`src/hdl/pkwrt_pkg.sv`:
```
// pkwrt_pkg: shared types and constants for the per-key window rate tracker
// no dependencies
`default_nettype none
package pkwrt_pkg;
  localparam int unsigned KeyW   = 32;
  localparam int unsigned TimeW  = 63;
  localparam int unsigned CountW = 31;
  localparam int unsigned LimW   = 7;

  typedef enum logic [1:0] {
    CMD_NOTE  = 2'd0,
    CMD_QUERY = 2'd1,
    CMD_CLEAR = 2'd2,
    CMD_NONE  = 2'd3
  } cmd_e;

  localparam logic [0:0] REG_MAX_ENTRIES = 1'b0;
  localparam logic [0:0] REG_WINDOW_LEN  = 1'b1;

  localparam logic [LimW-1:0]  MaxEntriesReset = 7'd64;
  localparam logic [TimeW-1:0] WindowLenReset  = 63'd1000000000;
  localparam logic [CountW-1:0] CountMax = {CountW{1'b1}};

  typedef struct packed {
    cmd_e             cmd;
    logic [KeyW-1:0]  key_id;
    logic [TimeW-1:0] event_time;
  } req_t;

  typedef struct packed {
    logic [CountW-1:0] peak_rate;
    logic              key_present;
    logic              dropped;
  } rsp_t;
endpackage
`default_nettype wire

```
`src/hdl/pkwrt_front.sv`:
```
// pkwrt_front: input stage and two-entry request queue
// depends on pkwrt_pkg
`default_nettype none
module pkwrt_front (
  input  logic             clk_i,
  input  logic             rst_ni,
  input  logic             push_i,
  output logic             full_o,
  input  pkwrt_pkg::req_t  req_i,
  output logic             req_valid_o,
  input  logic             req_take_i,
  output pkwrt_pkg::req_t  req_o
);
  pkwrt_pkg::req_t mem_q [2];
  logic            wp_q, rp_q;
  logic [1:0]      cnt_q;
  logic            wr, rd;

  assign full_o      = cnt_q[1];
  assign req_valid_o = cnt_q != 2'd0;
  assign req_o       = mem_q[rp_q];
  assign wr          = push_i && !full_o;
  assign rd          = req_take_i && req_valid_o;

  always_ff @(posedge clk_i or negedge rst_ni) begin
    if (!rst_ni) begin
      wp_q  <= 1'b0;
      rp_q  <= 1'b0;
      cnt_q <= 2'd0;
    end else begin
      if (wr) wp_q <= !wp_q;
      if (rd) rp_q <= !rp_q;
      cnt_q <= cnt_q + {1'b0, wr} - {1'b0, rd};
    end
  end

  always_ff @(posedge clk_i) begin
    if (wr) mem_q[wp_q] <= req_i;
  end
endmodule
`default_nettype wire

```
`config.mk`:
```
export PLATFORM = sky130hd
export DESIGN_NAME = pkwrt_front
export DESIGN_NICKNAME = d
export VERILOG_FILES = /design/src/hdl/pkwrt_pkg.sv /design/src/hdl/pkwrt_front.sv
export SDC_FILE = /design/constraint.sdc
export NUM_CORES = 1
export LEC_CHECK = 0
export BUFFER_PORTS_ARGS = -buffer_cell sky130_fd_sc_hd__buf_2
export CAP_MARGIN = 40
export CORE_MARGIN = 10
export CORE_UTILIZATION = 52
export DETAILED_ROUTE_END_ITERATION = 8
export GPL_ROUTABILITY_DRIVEN = 0
export GPL_TIMING_DRIVEN = 0
export PLACE_DENSITY = 0.79
export SETUP_SLACK_MARGIN = 0.05
export SLEW_MARGIN = 5
export SYNTH_ARGS = -nofsm -noshare
export SYNTH_HDL_FRONTEND = slang
export SYNTH_SLANG_ARGS = --single-unit
```
`constraint.sdc`:
```
create_clock -name clk_i -period 7.5 [get_ports clk_i]
set_input_delay 0.375 -clock clk_i [delete_from_list [all_inputs] [get_ports clk_i]]
set_output_delay 0.375 -clock clk_i [all_outputs]
set_load 0.01 [all_outputs]
```
==> out/results.tsv <==
stage	metric	value	unit
timing	Final Setup Violations	0	
grt	pin count of the biggest net entering global routing	29	
synth	Post-Syn Area per Cell	22.6	µm²
worst_hold_path	hold_sp	req_i[95]	
route	Via density	5.00	
finish	final-layout fill cell count	959	
power_and_ir_drop	clock power share	23.6	%
route	wire per inst	19.2	µm
finish	most common cell after layout, fill and taps aside	buf_2	
timing	Worst Max-Slew Pin Slew	0.797	ns
critical_path	startpoint class of the critical path	register	
run	max-cap viol count	0	
synth	Seq/Total Area, Yosys	81.5	%
timing	setup ws final	5.31	ns
route	number of remaining DRC errors	0	
critical_path	Worst Reg2Reg Path Length in Cells	4	
synth	Compound-Gate Fraction of Synth Area	0.292	%
timing	RSZ-0062 raised after global routing	false	
synth	synthesized instance count	322	
synth	Post-Synth Adder-Cell Area	0.172	%
critical_path	Slowest cell on crit path	nor2_4	
synth	multiplexer share of the synthesized area	16.0	%
power_and_ir_drop	sequential share of power	44.6	%
place	dpl cell area	8650	µm²
clocking	H-tree levels	4	
finish	most frequent cells in the layout	206 x buf_2, 194 x edfxtp_1, 77 x mux2_2, 20 x mux2_4, 17 x clkbuf_16	
clocking	clk buf depth	2	
timing	Clock Skew	0.00396	ns
finish	Antenna diodes	0	
clocking	clk sinks	198	
power_and_ir_drop	Logic pwr share	31.8	%
worst_hold_path	worst hold path type	in2reg	
critical_path	flop2flop setup slack	5.31	ns
power_and_ir_drop	switch share	28.9	%
critical_path	Worst R2R End	mem_q[1][21]$_DFFE_PP_	
floorplan	num rows	43	
synth	post-synth top area share	80.1	%
timing	Setup TNS Final	0	ns
power_and_ir_drop	switching pwr	0.987	mW
critical_path	reg2reg start	cnt_q[1]$_DFF_PN0_	
synth	syn nets	424	
route	drt pass-1 iters	4	
clocking	Skew-Pair Late Insertion Delay	0.42	ns
clocking	TritonCTS Buffers	17	
grt	number of global-route vias before repair	4008	
place	PortBufs	199	
critical_path	CP cell instances	nand2b_1, nor2_4, buf_12, buf_12	
timing	headroom to the max-slew limit	46.8	%
grt	remaining global-route overflow	0	
floorplan	Initial Util	52.8	%
outcome	status	complete, no violations	
finish	Final nets	649	
floorplan	core area	13800	µm²
clocking	CTS Hold Buffers Added	1	
clocking	number of setup buffers added after CTS	0	
synth	Netlist cell types	17	
place	dpl hpwl	10400	µm
route	DR iter-0 viols	153	
synth	largest family of logic cells by synthesized area	multiplexers	
finish	cell area after layout	9180	µm²
clocking	clock root buffer	clkbuf_16	
critical_path	Critical Path Fanout Max	28	
clocking	Clock Pin Slew Worst Setup and Hold Paths	0.06	ns
route	DR vias	3700	
power_and_ir_drop	VDD IR-drop max	0.218	mV
synth	Ys Warns	0	
finish	Area Growth Syn to Fin	26.2	%
grt	total global-route track usage	14.7	%
critical_path	WP data required	7.62	ns
worst_hold_path	Hold Path Depth	1	
timing	Slew Limit Fails	0	
route	Total Routed Length	14200	µm
clocking	CTS tree	yes	
critical_path	CP Capture Type	register	
critical_path	WP buf/inv	2	
clocking	post-CTS sizing	0	
floorplan	I/O pins	200	
grt	first-pass GRT wire length	22300	µm
critical_path	family with the most delay on the worst path	simple AND/OR/NAND/NOR gates	
timing	period utilization	29.3	%
power_and_ir_drop	cell internal pwr	2.43	mW
synth	ranking of synthesized cells by area	edfxtp_1 80%, mux2_2 12%, mux2_4 4.1%	
synth	xor/xnor cell area share of the yosys netlist	0.361	%
synth	Post-Synth Simple-Gate Area	0.516	%
grt	antenna violations before repair	0	
timing	final hold violations	0	
timing	f_max	456	MHz
place	worst slack, placed	5.28	ns
power_and_ir_drop	cell area power density	372	nW/µm²
critical_path	critical path depth	4	
critical_path	CP dominant cell by count	buf_12	
floorplan	Die X	138	µm
synth	Mapped Area	7270	µm²
power_and_ir_drop	Overall Power	3.42	mW
critical_path	worst endpoint data arrival time	2.31	ns
synth	cell taking the most area after synthesis	edfxtp_1	
critical_path	largest stage delay on the critical path	0.65	ns
timing	minimum clock period	2.19	ns
critical_path	kind of critical path	reg2reg	
floorplan	Die ar.	19100	µm²
route	Detail Route Antenna Nets	0	
synth	flops & latches, synth	198	
floorplan	Die H	138	µm
finish	share of cells above drive strength 1	61.6	%
worst_hold_path	Hold Path End	mem_q[0][95]$_DFFE_PP_	
power_and_ir_drop	Leak	3.51	nW
==> cell usage after synthesis <==
| cell | instances |
|---|---|
| edfxtp_1 | 194 |
| mux2_2 | 77 |
| mux2_4 | 20 |
| buf_2 | 7 |
| buf_6 | 4 |
| dfrtp_1 | 4 |
| nor2_1 | 3 |
| nand2_1 | 2 |
| nand2b_1 | 2 |
| xnor2_1 | 2 |
| a211o_1 | 1 |
| a21oi_1 | 1 |
| ha_1 | 1 |
| inv_1 | 1 |
| o31ai_1 | 1 |
| or2_2 | 1 |
| xor2_1 | 1 |
==> worst reg2reg max path, delay by kind of cell (launching register included) <==
kind	cells	cell delay, ns
simple gates	2	0.94
buf+inv	2	0.50
flops	1	0.43
==> how the worst max path moves through the flow <==
stage / from / endpoint / slack, ns
final: cnt_q[1]$_DFF_PN0_ / mem_q[1][21]$_DFFE_PP_ / 5.31
after global routing: cnt_q[1]$_DFF_PN0_ / mem_q[0][10]$_DFFE_PP_ / 5.15
after CTS: cnt_q[1]$_DFF_PN0_ / mem_q[1][21]$_DFFE_PP_ / 5.26
after detailed placement: cnt_q[1]$_DFF_PN0_ / mem_q[1][74]$_DFFE_PP_ / 5.28
after global placement: cnt_q[1]$_DFF_PN0_ / mem_q[1][23]$_DFFE_PP_ / 0.30
after floorplan: cnt_q[1]$_DFF_PN0_ / mem_q[0][0]$_DFFE_PP_ / 2.24
==> flip-flops by register name, indices dropped and copies added (netlist names) <==
name / cells
rp_q: 1
cnt_q: 2
wp_q: 1
mem_q: 194
==> power groups by stage <==
| stage | combinational (mW) | sequential [mW] | clock [mW] |
|---|---|---|---|
| floorplan | 0.671 | 1.57 | 0 |
| global placement | 1.04 | 1.60 | 0 |
| detailed placement | 1.11 | 1.55 | 0 |
| CTS | 1.12 | 1.53 | 0.825 |
| global route | 1.18 | 1.54 | 0.868 |
| finish | 1.09 | 1.53 | 0.805 |
==> area by class of cell <==
class | count | area [µm²] | area share, %
Timing Repair Buffer | 206 | 1140 | 12.4
Clock buffer | 21 | 450 | 4.90
Tap cell | 180 | 225 | 2.45
Buffer | 11 | 80.1 | 0.872
Multi-Input combinational cell | 112 | 1280 | 13.9
Sequential cell | 198 | 5930 | 64.5
Inverter | 1 | 3.75 | 0.0409
Clock inverter | 11 | 77.6 | 0.845
==> metal layers <==
metal	track usage, %	share of wire [%]
met5	0	0
met4	5.22	1.5
met3	6.16	7.4
met2	24.4	51
met1	16.8	40
==> cells by family (layout without fill, tap and decap cells) <==
| group | after synthesis | count (layout) |
|---|---|---|
| flip-flops | 198 | 198 |
| multiplexers | 97 | 97 |
| buffers and inverters | 12 | 250 |
| AND/OR/NAND/NOR | 8 | 8 |
| AO/OA/AOI/OAI | 3 | 3 |
| XOR/XNOR | 3 | 3 |
| adder cells (fa/ha/maj) | 1 | 1 |
==> stage by stage <==
step                cells  hold slack [ns]  util, %
finish                740            0.138     66.7
global route          740            0.118     66.7
detailed placement    707            0.184     62.8
global placement      701            0.181     61.7
CTS                   740            0.117     66.7
floorplan             322           0.0794        -
Note: power is estimated with default switching activity, not from simulation.
