File: config.mk
export PLATFORM = sky130hd
export DESIGN_NAME = pkwrt_cfg
export DESIGN_NICKNAME = d
export VERILOG_FILES = /design/src/hdl/pkwrt_pkg.sv /design/src/hdl/pkwrt_cfg.sv
export SDC_FILE = /design/constraint.sdc
export NUM_CORES = 1
export LEC_CHECK = 0
export BUFFER_PORTS_ARGS = -buffer_cell sky130_fd_sc_hd__buf_2
export CAP_MARGIN = 20
export CORE_MARGIN = 2
export CORE_UTILIZATION = 43
export DETAILED_ROUTE_END_ITERATION = 10
export GPL_ROUTABILITY_DRIVEN = 0
export PLACE_DENSITY = 0.9
export SLEW_MARGIN = 5
export SYNTH_ARGS = -nofsm -noshare
export SYNTH_HDL_FRONTEND = slang
export SYNTH_SLANG_ARGS = --single-unit
File: constraint.sdc
create_clock -name clk_i -period 1.9 [get_ports clk_i]
set_clock_uncertainty 0.1 [all_clocks]
set_input_delay 0.38 -clock clk_i [delete_from_list [all_inputs] [get_ports clk_i]]
set_output_delay 0.38 -clock clk_i [all_outputs]
set_load 0.05 [all_outputs]
File: src/hdl/pkwrt_pkg.sv
// pkwrt_pkg: shared types and constants for the per-key window rate tracker
// no dependencies
`default_nettype none
package pkwrt_pkg;
  localparam int unsigned KeyW   = 32;
  localparam int unsigned TimeW  = 63;
  localparam int unsigned CountW = 31;
  localparam int unsigned LimW   = 7;

  typedef enum logic [1:0] {
    CMD_NOTE  = 2'd0,
    CMD_QUERY = 2'd1,
    CMD_CLEAR = 2'd2,
    CMD_NONE  = 2'd3
  } cmd_e;

  localparam logic [0:0] REG_MAX_ENTRIES = 1'b0;
  localparam logic [0:0] REG_WINDOW_LEN  = 1'b1;

  localparam logic [LimW-1:0]  MaxEntriesReset = 7'd64;
  localparam logic [TimeW-1:0] WindowLenReset  = 63'd1000000000;
  localparam logic [CountW-1:0] CountMax = {CountW{1'b1}};

  typedef struct packed {
    cmd_e             cmd;
    logic [KeyW-1:0]  key_id;
    logic [TimeW-1:0] event_time;
  } req_t;

  typedef struct packed {
    logic [CountW-1:0] peak_rate;
    logic              key_present;
    logic              dropped;
  } rsp_t;
endpackage
`default_nettype wire

File: src/hdl/pkwrt_cfg.sv
// pkwrt_cfg: apb register file for limit and window length
// depends on pkwrt_pkg
`default_nettype none
module pkwrt_cfg (
  input  logic                        clk_i,
  input  logic                        rst_ni,
  input  logic                        psel,
  input  logic                        penable,
  input  logic                        pwrite,
  input  logic [3:0]                  paddr,
  input  logic [63:0]                 pwdata,
  output logic [63:0]                 prdata,
  output logic                        pready,
  output logic [pkwrt_pkg::LimW-1:0]  max_entries_o,
  output logic [pkwrt_pkg::TimeW-1:0] window_len_o
);
  logic [pkwrt_pkg::LimW-1:0]  max_q;
  logic [pkwrt_pkg::TimeW-1:0] win_q;
  logic wr;

  assign pready = 1'b1;
  assign wr = psel && penable && pwrite && paddr[2:0] == 3'd0;
  assign max_entries_o = max_q;
  assign window_len_o  = win_q;

  always_comb begin
    prdata = '0;
    if (paddr[2:0] == 3'd0) begin
      unique case (paddr[3])
        pkwrt_pkg::REG_MAX_ENTRIES: prdata = {57'd0, max_q};
        pkwrt_pkg::REG_WINDOW_LEN:  prdata = {1'b0, win_q};
        default: prdata = '0;
      endcase
    end
  end

  always_ff @(posedge clk_i or negedge rst_ni) begin
    if (!rst_ni) begin
      max_q <= pkwrt_pkg::MaxEntriesReset;
      win_q <= pkwrt_pkg::WindowLenReset;
    end else if (wr) begin
      if (paddr[3] == pkwrt_pkg::REG_MAX_ENTRIES) max_q <= pwdata[pkwrt_pkg::LimW-1:0];
      else win_q <= pwdata[pkwrt_pkg::TimeW-1:0];
    end
  end
endmodule
`default_nettype wire

==> results_tabular.tex, run 1 <==
\begin{tabular}{lr}
\hline
Metric & Value \\
\hline
\multicolumn{2}{l}{\textbf{Status}} \\
Result of the run & finished with violations \\
Violated checks & setup timing \\
\multicolumn{2}{l}{\textbf{Routing}} \\
Per-cell routed wire length & 16.4 um \\
DRC marker count from the first detailed-route iteration & 54 \\
DRC violations left & 0 \\
Number of antenna-violating nets in the routed design & 0 \\
Number of vias after detailed routing & 2,620 \\
Detailed-route wire length & 8960 um \\
Vias per inst & 4.79 \\
Initial DRT Pass Iterations & 5 \\
\multicolumn{2}{l}{\textbf{CTS}} \\
CTS H-Tree Depth & 3 \\
Maximum buffer depth of the clock tree & 2 \\
Total clock buffers created by CTS & 9 \\
Cell at the root of the clock tree & clkbuf\_8 \\
Clock slew seen by the registers of the worst setup and hold paths & 0.08 ns \\
CTS tree & yes \\
Clock latency on the worst-skew pair & 0.33 ns \\
Sinks on Clock Net & 70 \\
\multicolumn{2}{l}{\textbf{Critical path}} \\
Endpoint class of the critical path & output port \\
Worst Setup Start Kind & input port \\
Arrival time at the worst endpoint & 1.46 ns \\
Depth of the most critical reg-to-reg path & 1 \\
Crit path required time & 1.42 ns \\
RR Startpoint & window\_len\_o[3]\$\_DFFE\_PN0P\_ \\
Max Fanout on Critical Path & 6 \\
Category of the most critical setup path & input port to output port \\
R2R Setup Slk & 1.00 ns \\
Destination of the worst register-to-register timing path & window\_len\_o[3]\$\_DFFE\_PN0P\_ \\
\multicolumn{2}{l}{\textbf{Floorplan}} \\
Full die area & 0.00871 mm\^{}2 \\
Core Footprint & 0.00773 mm\^{}2 \\
Die width & 93.3 um \\
Y dimension of the die & 93.3 um \\
Number of top-level design ports & 208 \\
Effective utilization at floorplan & 44.4\% \\
Row count & 32 \\
\multicolumn{2}{l}{\textbf{Timing}} \\
Final Cycle Share & 102\% \\
Maximum achievable frequency & 0.515 GHz \\
Hold Vio Cnt, Final & 0 \\
Tightest hold margin & 0.172 ns \\
Sum Neg Setup Slack & -0.571 ns \\
Smallest setup slack after layout & -0.0436 ns \\
Clock period minus worst slack & 1.94 ns \\
RSZ-0062 raised after global routing & yes \\
Max-slew violation count & 0 \\
Setup-failing EPs final & 33 \\
\multicolumn{2}{l}{\textbf{Global routing}} \\
Maximum number of pins on one net before global-route repair & 71 \\
Residual overflow from global routing & 0 \\
Overall Global Routing Usage & 19.1\% \\
Initial antenna violation count & 0 \\
Via count of the first global-routing pass & 2,587 \\
Global-route wire length before repair & 12,900 um \\
\multicolumn{2}{l}{\textbf{Hold path}} \\
Start point of the worst min-delay path & pwdata[37] \\
Hold Path Stages & 2 \\
Worst hold path type & input port to flop \\
Hold-critical path endpoint & window\_len\_o[37]\$\_DFFE\_PN0P\_ \\
\multicolumn{2}{l}{\textbf{Cells and area}} \\
Fraction of layout cells with a size suffix above 1 & 85.8\% \\
Most frequent cells in the layout & 139 x buf\_2, 60 x mux2\_4, 56 x dfrtp\_1 \\
Leading cell type in the layout, fill and taps excluded & buf\_2 \\
Final net count & 513 \\
Post-synthesis to final-layout area growth & 55.8\% \\
Post-layout instance count excluding filler cells & 547 \\
Count of antenna diodes in the layout & 0 \\
\multicolumn{2}{l}{\textbf{Placed design}} \\
Pre-CTS worst setup slack & -0.284 ns \\
Count of input and output buffers & 204 \\
Cell count after placement & 526 \\
HPWL Detailed & 6010 um \\
\multicolumn{2}{l}{\textbf{Synthesis}} \\
Proportion of synthesized chip area in sequential cells & 51.6\% \\
Combinational family with the most area after synthesis & multiplexers \\
Fraction of the mapped netlist area in compound gates & 1.79\% \\
Fraction of synthesized cell area taken by the top area cell type & 40.9\% \\
Number of different library cells in the post-synthesis netlist & 15 \\
Fraction of synthesized area in multiplexers & 29.6\% \\
Cell area after synthesis & 0.00343 mm\^{}2 \\
Synthesized area per cell & 15.2 um\^{}2 \\
Synth Warn \# & 0 \\
Share of the synthesized netlist area taken by xor and xnor gates & 0\% \\
Mapped Cells & 225 \\
Synthesis-stage register bit count & 70 \\
Adder and majority gate portion of the synthesized area & 0\% \\
Simple-gate share of the synthesized area & 11.8\% \\
Area contributors post-synth & dfrtp\_1 41\%, mux2\_4 26\%, dfstp\_2 11\% \\
Post-Synthesis Net Count & 298 \\
Yosys top cell by area & dfrtp\_1 \\
\multicolumn{2}{l}{\textbf{Power}} \\
Net switching power & 1.73 mW \\
Switching share of total power & 38.9\% \\
Power per unit of standard cell area & 834 mW/mm\^{}2 \\
Static power due to leakage & 2.82 nW \\
Cell internal power dissipation & 2.72 mW \\
Sequential fraction of design power & 42.2\% \\
Share of power burned in the clock network & 23.7\% \\
Total Power Consumption & 4.46 mW \\
Part of the total power dissipated in combinational logic & 34.1\% \\
Peak supply drop & 0.510 mV \\
\multicolumn{2}{l}{\textbf{Job}} \\
Count of maximum capacitance violations & 0 \\
\hline
\end{tabular}
repair_timing:
item                                    4_1_cts  5_1_grt
gates resized for setup                      67       91
pin swaps                                     1        0
cloned                                        0        2
endpoints found under the hold margin        56        0
hold buffers                                  1        0
buffers inserted                              2        0
endpoints found under the setup margin       63       63
logic make-up (layout without fill, tap and decap cells):
logic type	count (synthesis)	count (layout)
other	2	2
multiplexers	70	70
AND/OR/NAND/NOR	60	60
flip-flops	70	70
AO/OA/AOI/OAI	7	7
buffers and inverters	16	236
state kept, by name, summed over array words and instances, names as in the netlist:
| signal | cells |
|---|---|
| window_len_o | 63 |
| max_entries_o | 7 |
worst max path at each step:
stage              from                           to  slack [ns]  cells after the start
5_1_grt        paddr[3]                    prdata[1]       -0.07                      6
6_report       paddr[0]                    prdata[1]       -0.04                      6
4_1_cts        paddr[0]                   prdata[42]       -0.06                      6
2_1_floorplan  paddr[2]  window_len_o[0]$_DFFE_PN0P_      -0.002                      5
3_3_place_gp   paddr[2]                   prdata[30]       -0.23                      5
3_5_place_dp   paddr[2]                   prdata[42]       -0.28                      5
power by group through the flow:
| stage | logic [mW] | registers, mW | clock network [mW] |
|---|---|---|---|
| 6_report | 1.52 | 1.88 | 1.05 |
| 5_1_grt | 1.57 | 1.91 | 1.16 |
| 4_1_cts | 1.50 | 1.88 | 1.08 |
| 3_5_place_dp | 1.48 | 1.90 | 0 |
| 3_3_place_gp | 1.45 | 1.88 | 0 |
| 2_1_floorplan | 0.388 | 2.58 | 0 |
synthesized netlist by cell type:
| master | count |
|---|---|
| and4_1 | 2 |
| buf_12 | 6 |
| mux2_4 | 60 |
| dfrtp_1 | 56 |
| and2_1 | 56 |
| nor4_2 | 1 |
| buf_2 | 1 |
| mux2_2 | 10 |
| buf_4 | 2 |
| buf_6 | 1 |
| a22o_1 | 7 |
| nor4b_4 | 1 |
| dfstp_2 | 14 |
| conb_1 | 2 |
| clkbuf_1 | 6 |
routing by layer:
metal	vias to the layer above	global-route usage [%]	wire length [um]
met5	-	0	0
li1	1192	-	-
met3	16	5.80	567
met4	0	5.02	174
met1	1294	22.2	3430
met2	118	34.3	4790
worst max-delay path, cell delays in order:
cell and delay (ns):
buf_8 0.10, nor4b_4 0.28, buf_6 0.19, buf_4 0.15, a22o_1 0.19, buf_6 0.17
metrics by stage:
step	cell area (um^2)	util, %
4_1_cts	4970	64.4
3_3_place_gp	4600	59.6
5_1_grt	5340	69.1
2_1_floorplan	3500	-
3_5_place_dp	4600	59.6
6_report	5340	69.1
area by class of cell:
cell class | count | area (um^2)
Sequential cell | 70 | 1770
Timing Repair Buffer | 220 | 1700
Tap cell | 102 | 128
Multi-Input combinational cell | 139 | 1570
Clock inverter | 6 | 37.5
Clock buffer | 10 | 138
Fill cell | 493 | 2380
(Power assumes the default switching activity.)
==> inputs of run 2 (changes only) <==
--- a/config.mk
+++ b/config.mk
@@ -7,7 +7,6 @@
 export LEC_CHECK = 0
 export BUFFER_PORTS_ARGS = -buffer_cell sky130_fd_sc_hd__buf_2
 export CAP_MARGIN = 20
-export CORE_MARGIN = 2
 export CORE_UTILIZATION = 43
 export DETAILED_ROUTE_END_ITERATION = 10
 export GPL_ROUTABILITY_DRIVEN = 0
==> constraint.sdc (replaced) <==
create_clock -name clk_i -period 1.9 [get_ports clk_i]
set_clock_uncertainty 0.1 [all_clocks]
set_input_delay 0.38 -clock clk_i [delete_from_list [all_inputs] [get_ports clk_i]]
set_output_delay 0.38 -clock clk_i [all_outputs]
set_load 0.01 [all_outputs]
==> run 2 against run 1 <==
- the flow still finishes with violations (setup timing)
- register-to-register slack is essentially flat
- combinational power shrank 45%
- design area shrank 2.4%
- setup slack gained 0.038 ns
- largest cell class unchanged
==> results_tabular.tex, run 2 (synthesized netlist as in run 1, its figures left out) <==
\begin{tabular}{lr}
\hline
Metric & Value \\
\hline
\multicolumn{2}{l}{\textbf{Status}} \\
Result of the run & finished with violations \\
Violated checks & setup timing \\
\multicolumn{2}{l}{\textbf{Timing}} \\
Final Cycle Share & 100\% \\
RSZ-0062 raised after global routing & yes \\
Maximum achievable frequency & 0.525 GHz \\
Setup-failing EPs final & 4 \\
Smallest setup slack after layout & -0.00556 ns \\
Max-slew violation count & 0 \\
Clock period minus worst slack & 1.91 ns \\
Hold Vio Cnt, Final & 0 \\
Sum Neg Setup Slack & -0.0170 ns \\
\multicolumn{2}{l}{\textbf{Critical path}} \\
Endpoint class of the critical path & output port \\
Worst Setup Start Kind & input port \\
Max Fanout on Critical Path & 8 \\
Crit path required time & 1.42 ns \\
Arrival time at the worst endpoint & 1.43 ns \\
Category of the most critical setup path & input port to output port \\
Depth of the most critical reg-to-reg path & 1 \\
\multicolumn{2}{l}{\textbf{Routing}} \\
Per-cell routed wire length & 16.8 um \\
Number of antenna-violating nets in the routed design & 0 \\
DRC marker count from the first detailed-route iteration & 26 \\
Initial DRT Pass Iterations & 5 \\
DRC violations left & 0 \\
Number of vias after detailed routing & 2,720 \\
Vias per inst & 4.93 \\
Detailed-route wire length & 9270 um \\
\multicolumn{2}{l}{\textbf{Floorplan}} \\
Effective utilization at floorplan & 44.4\% \\
Y dimension of the die & 91.3 um \\
Row count & 32 \\
Die width & 91.3 um \\
Core Footprint & 0.00773 mm\^{}2 \\
Full die area & 0.00834 mm\^{}2 \\
Number of top-level design ports & 208 \\
\multicolumn{2}{l}{\textbf{Cells and area}} \\
Area of all placed cells without fillers & 0.00522 mm\^{}2 \\
Post-synthesis to final-layout area growth & 52.1\% \\
Count of antenna diodes in the layout & 0 \\
Leading cell type in the layout, fill and taps excluded & buf\_2 \\
Number of flip-flops in the largest register & 63 \\
Most frequent cells in the layout & 170 x buf\_2, 60 x mux2\_4, 56 x dfrtp\_1 \\
Post-layout instance count excluding filler cells & 552 \\
Final net count & 519 \\
Final Util & 67.5\% \\
Fraction of layout cells with a size suffix above 1 & 79.8\% \\
\multicolumn{2}{l}{\textbf{Global routing}} \\
Overall Global Routing Usage & 20.0\% \\
Global-route wire length before repair & 13,000 um \\
Maximum number of pins on one net before global-route repair & 71 \\
Residual overflow from global routing & 0 \\
Initial antenna violation count & 0 \\
Via count of the first global-routing pass & 2,649 \\
\multicolumn{2}{l}{\textbf{Placed design}} \\
HPWL Detailed & 5930 um \\
Placed instance area & 0.00456 mm\^{}2 \\
Count of input and output buffers & 204 \\
Pre-CTS worst setup slack & -0.0954 ns \\
Cell count after placement & 530 \\
\multicolumn{2}{l}{\textbf{Job}} \\
Count of maximum capacitance violations & 0 \\
\multicolumn{2}{l}{\textbf{Hold path}} \\
Hold Path Stages & 2 \\
Worst hold path type & input port to flop \\
\multicolumn{2}{l}{\textbf{CTS}} \\
Maximum buffer depth of the clock tree & 2 \\
Clock latency on the worst-skew pair & 0.33 ns \\
Total clock buffers created by CTS & 9 \\
Clock slew seen by the registers of the worst setup and hold paths & 0.08 ns \\
CTS tree & yes \\
Sinks on Clock Net & 70 \\
CTS H-Tree Depth & 3 \\
Cell at the root of the clock tree & clkbuf\_8 \\
\multicolumn{2}{l}{\textbf{Power}} \\
Power per unit of standard cell area & 776 mW/mm\^{}2 \\
Static power due to leakage & 2.85 nW \\
Peak supply drop & 0.407 mV \\
\hline
\end{tabular}
-- run 2: cell type report --
class	instances	area [um^2]
clock buffer	11	151
fill	562	2510
tap	102	128
clock inverter	4	70.1
timing repair buffer	226	1530
sequential	70	1770
multi-input combinational	139	1570
-- run 2: stage by stage --
| step | power [mW] | hold slack (ns) |
|---|---|---|
| after floorplan | 2.28 | -0.0156 |
| after global placement | 2.64 | 0.319 |
| after detailed placement | 2.68 | 0.333 |
| after CTS | 4.04 | 0.159 |
| after global routing | 4.24 | 0.158 |
| final | 4.05 | 0.175 |
-- run 2: report_power, final --
group,total [mW],switching [mW],internal (mW)
sequential,1.88,0.165,1.72
combinational,0.831,0.340,0.491
clock,1.33,0.534,0.800
-- run 2: worst paths after layout --
kind | end | slack [ns] | from
max | prdata[48] | -0.006 | paddr[1]
max in group asynchronous | window_len_o[11]$_DFFE_PN1P_ | 0.87 | rst_ni
min in group asynchronous | window_len_o[34]$_DFFE_PN0P_ | 0.50 | rst_ni
min | window_len_o[17]$_DFFE_PN1P_ | 0.18 | pwdata[17]
min reg2reg | window_len_o[60]$_DFFE_PN0P_ | 0.43 | window_len_o[60]$_DFFE_PN0P_
max reg2reg | window_len_o[22]$_DFFE_PN0P_ | 0.99 | window_len_o[22]$_DFFE_PN0P_
-- run 2: critical path: stages --
cell,delay (ns)
buf_8,0.10
nor4b_4,0.29
buf_6,0.22
clkbuf_16,0.18
and2_1,0.13
buf_2,0.12
-- run 2: layer usage --
layer	part of all wire [%]	up-vias	GRT usage [%]	routed length, um
li1	-	1200	-	-
met2	56	121	37.4	5220
met1	37	1386	22.7	3460
met3	4.8	13	3.69	446
met4	1.5	0	6.75	140
met5	0	-	0	0
-- run 2: what timing repair did --
action / 4_1_cts / 5_1_grt
hold endpoints to repair: 56 / 0
gates resized for setup: 5 / 72
gates cloned: 1 / 4
endpoints found under the setup margin: 63 / 63
buffers inserted: 2 / 0
pin swaps: 0 / 22
hold buffers: 1 / 0
==> inputs of run 3 (changes only) <==
--- a/config.mk
+++ b/config.mk
@@ -5,12 +5,14 @@
 export SDC_FILE = /design/constraint.sdc
 export NUM_CORES = 1
 export LEC_CHECK = 0
+export ABC_AREA = 1
 export BUFFER_PORTS_ARGS = -buffer_cell sky130_fd_sc_hd__buf_2
 export CAP_MARGIN = 20
-export CORE_UTILIZATION = 43
+export CORE_UTILIZATION = 44
 export DETAILED_ROUTE_END_ITERATION = 10
 export GPL_ROUTABILITY_DRIVEN = 0
-export PLACE_DENSITY = 0.9
+export GPL_TIMING_DRIVEN = 0
+export PLACE_DENSITY = 0.91
 export SLEW_MARGIN = 5
 export SYNTH_ARGS = -nofsm -noshare
 export SYNTH_HDL_FRONTEND = slang
==> run 3 against run 2 <==
- the run now ends clean
- via count rose by 37%
- hold slack got worse by 0.034 ns
- global-route usage rose by 5.1 points
==> results_tabular.tex, run 3 <==
\begin{tabular}{lr}
\hline
Metric & Value \\
\hline
\multicolumn{2}{l}{\textbf{Status}} \\
Result of the run & complete, no violations \\
\multicolumn{2}{l}{\textbf{Global routing}} \\
Maximum number of pins on one net before global-route repair & 71 \\
Top Usage Layer GRT & met2 \\
Residual overflow from global routing & 0 \\
Overall Global Routing Usage & 25.1\% \\
Global-route wire length before repair & 16,800 um \\
Via count of the first global-routing pass & 3,601 \\
Met1 track demand over resource in global routing & 30.9\% \\
Met2 track demand over resource & 43.7\% \\
Met3 usage & 4.15\% \\
Initial antenna violation count & 0 \\
\multicolumn{2}{l}{\textbf{CTS}} \\
Cell at the root of the clock tree & clkbuf\_8 \\
CTS H-Tree Depth & 3 \\
Clock latency on the worst-skew pair & 0.32 ns \\
Clock slew seen by the registers of the worst setup and hold paths & 0.07 ns \\
CTS tree & yes \\
Sinks on Clock Net & 70 \\
Total clock buffers created by CTS & 9 \\
Maximum buffer depth of the clock tree & 2 \\
\multicolumn{2}{l}{\textbf{Cells and area}} \\
Most frequent cells in the layout & 205 x buf\_2, 147 x nand2\_1, 72 x inv\_1 \\
Fraction of layout cells with a size suffix above 1 & 41.8\% \\
Area of all placed cells without fillers & 0.00514 mm\^{}2 \\
Count of antenna diodes in the layout & 0 \\
Post-synthesis to final-layout area growth & 44.4\% \\
Final Util & 66.1\% \\
Final net count & 752 \\
Number of flip-flops in the largest register & 63 \\
Leading cell type in the layout, fill and taps excluded & buf\_2 \\
\multicolumn{2}{l}{\textbf{Critical path}} \\
Crit path required time & 1.42 ns \\
Dominant cell type by count on the critical path & buf\_2 \\
Critical path cell sequence & buf\_2 > nor2\_4 > nand3\_2 > buf\_6 > buf\_12 > buf\_8 > nor2\_1 > buf\_2 \\
Depth of the most critical reg-to-reg path & 3 \\
Combined buffer and inverter count along the critical path & 5 \\
Worst Setup Start Kind & input port \\
Top delay family on crit path & buffers and inverters \\
Max Fanout on Critical Path & 10 \\
Longest individual stage delay on the worst path & 0.15 ns \\
Endpoint class of the critical path & output port \\
Path length in cells of the critical path & 8 \\
Library cell contributing the largest single delay on the critical path & buf\_6 \\
Category of the most critical setup path & input port to output port \\
Arrival time at the worst endpoint & 1.38 ns \\
\multicolumn{2}{l}{\textbf{Placed design}} \\
Placed instance area & 0.00474 mm\^{}2 \\
Count of input and output buffers & 204 \\
HPWL Detailed & 7690 um \\
Pre-CTS worst setup slack & -0.273 ns \\
\multicolumn{2}{l}{\textbf{Synthesis}} \\
Cell area after synthesis & 0.00356 mm\^{}2 \\
Synthesized area per cell & 7.73 um\^{}2 \\
Number of different library cells in the post-synthesis netlist & 15 \\
Synthesis-stage register bit count & 70 \\
Most frequent cell after synthesis & nand2\_1 \\
Mapped Cells & 460 \\
Synth Warn \# & 0 \\
Fraction of synthesized cell area taken by the top area cell type & 39.4\% \\
Post-Synthesis Net Count & 533 \\
Most used standard cells in the synthesized netlist & 147 x nand2\_1, 73 x inv\_1, 70 x o21bai\_1, 57 x nor2\_1, 56 x dfrtp\_1 \\
Proportion of synthesized chip area in sequential cells & 49.7\% \\
Yosys top cell by area & dfrtp\_1 \\
Async set-reset flop share out of synthesis & 100\% \\
Area contributors post-synth & dfrtp\_1 39\%, nand2\_1 16\%, o21bai\_1 15\% \\
Most instantiated flip-flop cell in the synthesis netlist & dfrtp\_1 \\
Count of flip-flops with a built-in enable after synthesis & 0 \\
\multicolumn{2}{l}{\textbf{Power}} \\
Total Power Consumption & 4.40 mW \\
Static power due to leakage & 2.87 nW \\
Power per unit of standard cell area & 856 mW/mm\^{}2 \\
Peak supply drop & 0.437 mV \\
\multicolumn{2}{l}{\textbf{Timing}} \\
Hold Vio Cnt, Final & 0 \\
RSZ-0062 raised after global routing & yes \\
Sum Neg Setup Slack & 0 ns \\
Clock period minus worst slack & 1.86 ns \\
Final Cycle Share & 97.9\% \\
Setup-failing EPs final & 0 \\
Slew Limit Headroom & 64.7\% \\
Slew of the pin with the lowest slew margin & 0.529 ns \\
Smallest setup slack after layout & 0.0399 ns \\
Max-slew violation count & 0 \\
Maximum achievable frequency & 0.538 GHz \\
\multicolumn{2}{l}{\textbf{Routing}} \\
DRC violations left & 0 \\
Per-cell routed wire length & 13.5 um \\
DRC marker count from the first detailed-route iteration & 127 \\
Number of antenna-violating nets in the routed design & 0 \\
Vias per inst & 4.73 \\
Initial DRT Pass Iterations & 4 \\
Number of vias after detailed routing & 3,718 \\
Detailed-route wire length & 10,600 um \\
\multicolumn{2}{l}{\textbf{Floorplan}} \\
Y dimension of the die & 91.9 um \\
Die width & 91.9 um \\
Core Footprint & 0.00777 mm\^{}2 \\
Number of top-level design ports & 208 \\
Full die area & 0.00845 mm\^{}2 \\
Effective utilization at floorplan & 45.8\% \\
Row count & 32 \\
\multicolumn{2}{l}{\textbf{Job}} \\
Count of maximum capacitance violations & 0 \\
\multicolumn{2}{l}{\textbf{Hold path}} \\
Hold Path Stages & 3 \\
Worst hold path type & input port to flop \\
\hline
\end{tabular}
-- run 3: cell count changes after synthesis, moves of 6 or more --
cell | previous run | this run
a22o_1 | 7 | 0
and2_1 | 56 | 0
buf_12 | 6 | 0
buf_2 | 1 | 7
buf_4 | 2 | 8
clkbuf_1 | 6 | 13
inv_1 | 0 | 73
mux2_2 | 10 | 0
mux2_4 | 60 | 0
nand2_1 | 0 | 147
nor2_1 | 0 | 57
o21ai_0 | 0 | 7
o21bai_1 | 0 | 70
-- run 3: layer usage --
metal  routed length (um)  vias up
li1                     -     1808
met1                 4310     1731
met2                 5460      157
met3                  582       22
met4                  230        0
met5                    0        -
-- run 3: final cells by class --
| type | instances | area, um^2 |
|---|---|---|
| clock buffers | 15 | 176 |
| inverters | 73 | 274 |
| multi-input cells | 288 | 1490 |
| repair buffers | 208 | 1080 |
| clock inverters | 1 | 5.00 |
| well taps | 102 | 128 |
| fillers | 659 | 2630 |
| flip-flops and latches | 70 | 1770 |
| plain buffers | 29 | 216 |
-- run 3: report_power, final --
group          switching [mW]  leakage (nW)  internal [mW]
Sequential              0.166         0.738           1.83
Combinational           0.742          2.04          0.566
Clock                   0.516        0.0937          0.582
-- run 3: path summary, 6_finish.rpt --
check | start | to | slack, ns
max | paddr[1] | prdata[23] | 0.04
min | pwdata[14] | window_len_o[14]$_DFFE_PN1P_ | 0.14
max reg2reg | window_len_o[29]$_DFFE_PN1P_ | window_len_o[29]$_DFFE_PN1P_ | 0.89
min reg2reg | window_len_o[19]$_DFFE_PN1P_ | window_len_o[19]$_DFFE_PN1P_ | 0.47
max in group asynchronous | rst_ni | window_len_o[29]$_DFFE_PN1P_ | 0.86
min in group asynchronous | rst_ni | window_len_o[13]$_DFFE_PN0P_ | 0.51
-- run 3: cell families (layout without fill, tap and decap cells) --
group / after synthesis / after routing / synth area share [%]
and+or+nand+nor: 209 / 209 / 22.4
AOI/OAI and AO/OA: 77 / 77 / 15.8
other: 2 / 2 / 0.211
buffers and inverters: 102 / 326 / 11.9
DFF: 70 / 70 / 49.7
-- run 3: repair_timing --
action                                  CTS  global route
cloned                                    0             0
hold endpoints to repair                 56             0
endpoints found under the setup margin   63            58
resized for setup                        16            52
hold buffers                              1             0
setup buffers                             2             0
-- run 3: tightest hold or removal path: cells and delay by family --
| family | cells | cell delay [ns] |
|---|---|---|
| buffers and inverters | 1 | 0.09 |
| and+or+nand+nor | 2 | 0.09 |
-- run 3: through the flow --
| stage | cells | hold WS [ns] |
|---|---|---|
| after floorplan | 460 | -0.0156 |
| after global placement | 766 | 0.437 |
| after detailed placement | 767 | 0.324 |
| after CTS | 786 | 0.124 |
| after global routing | 786 | 0.126 |
| final | 786 | 0.141 |
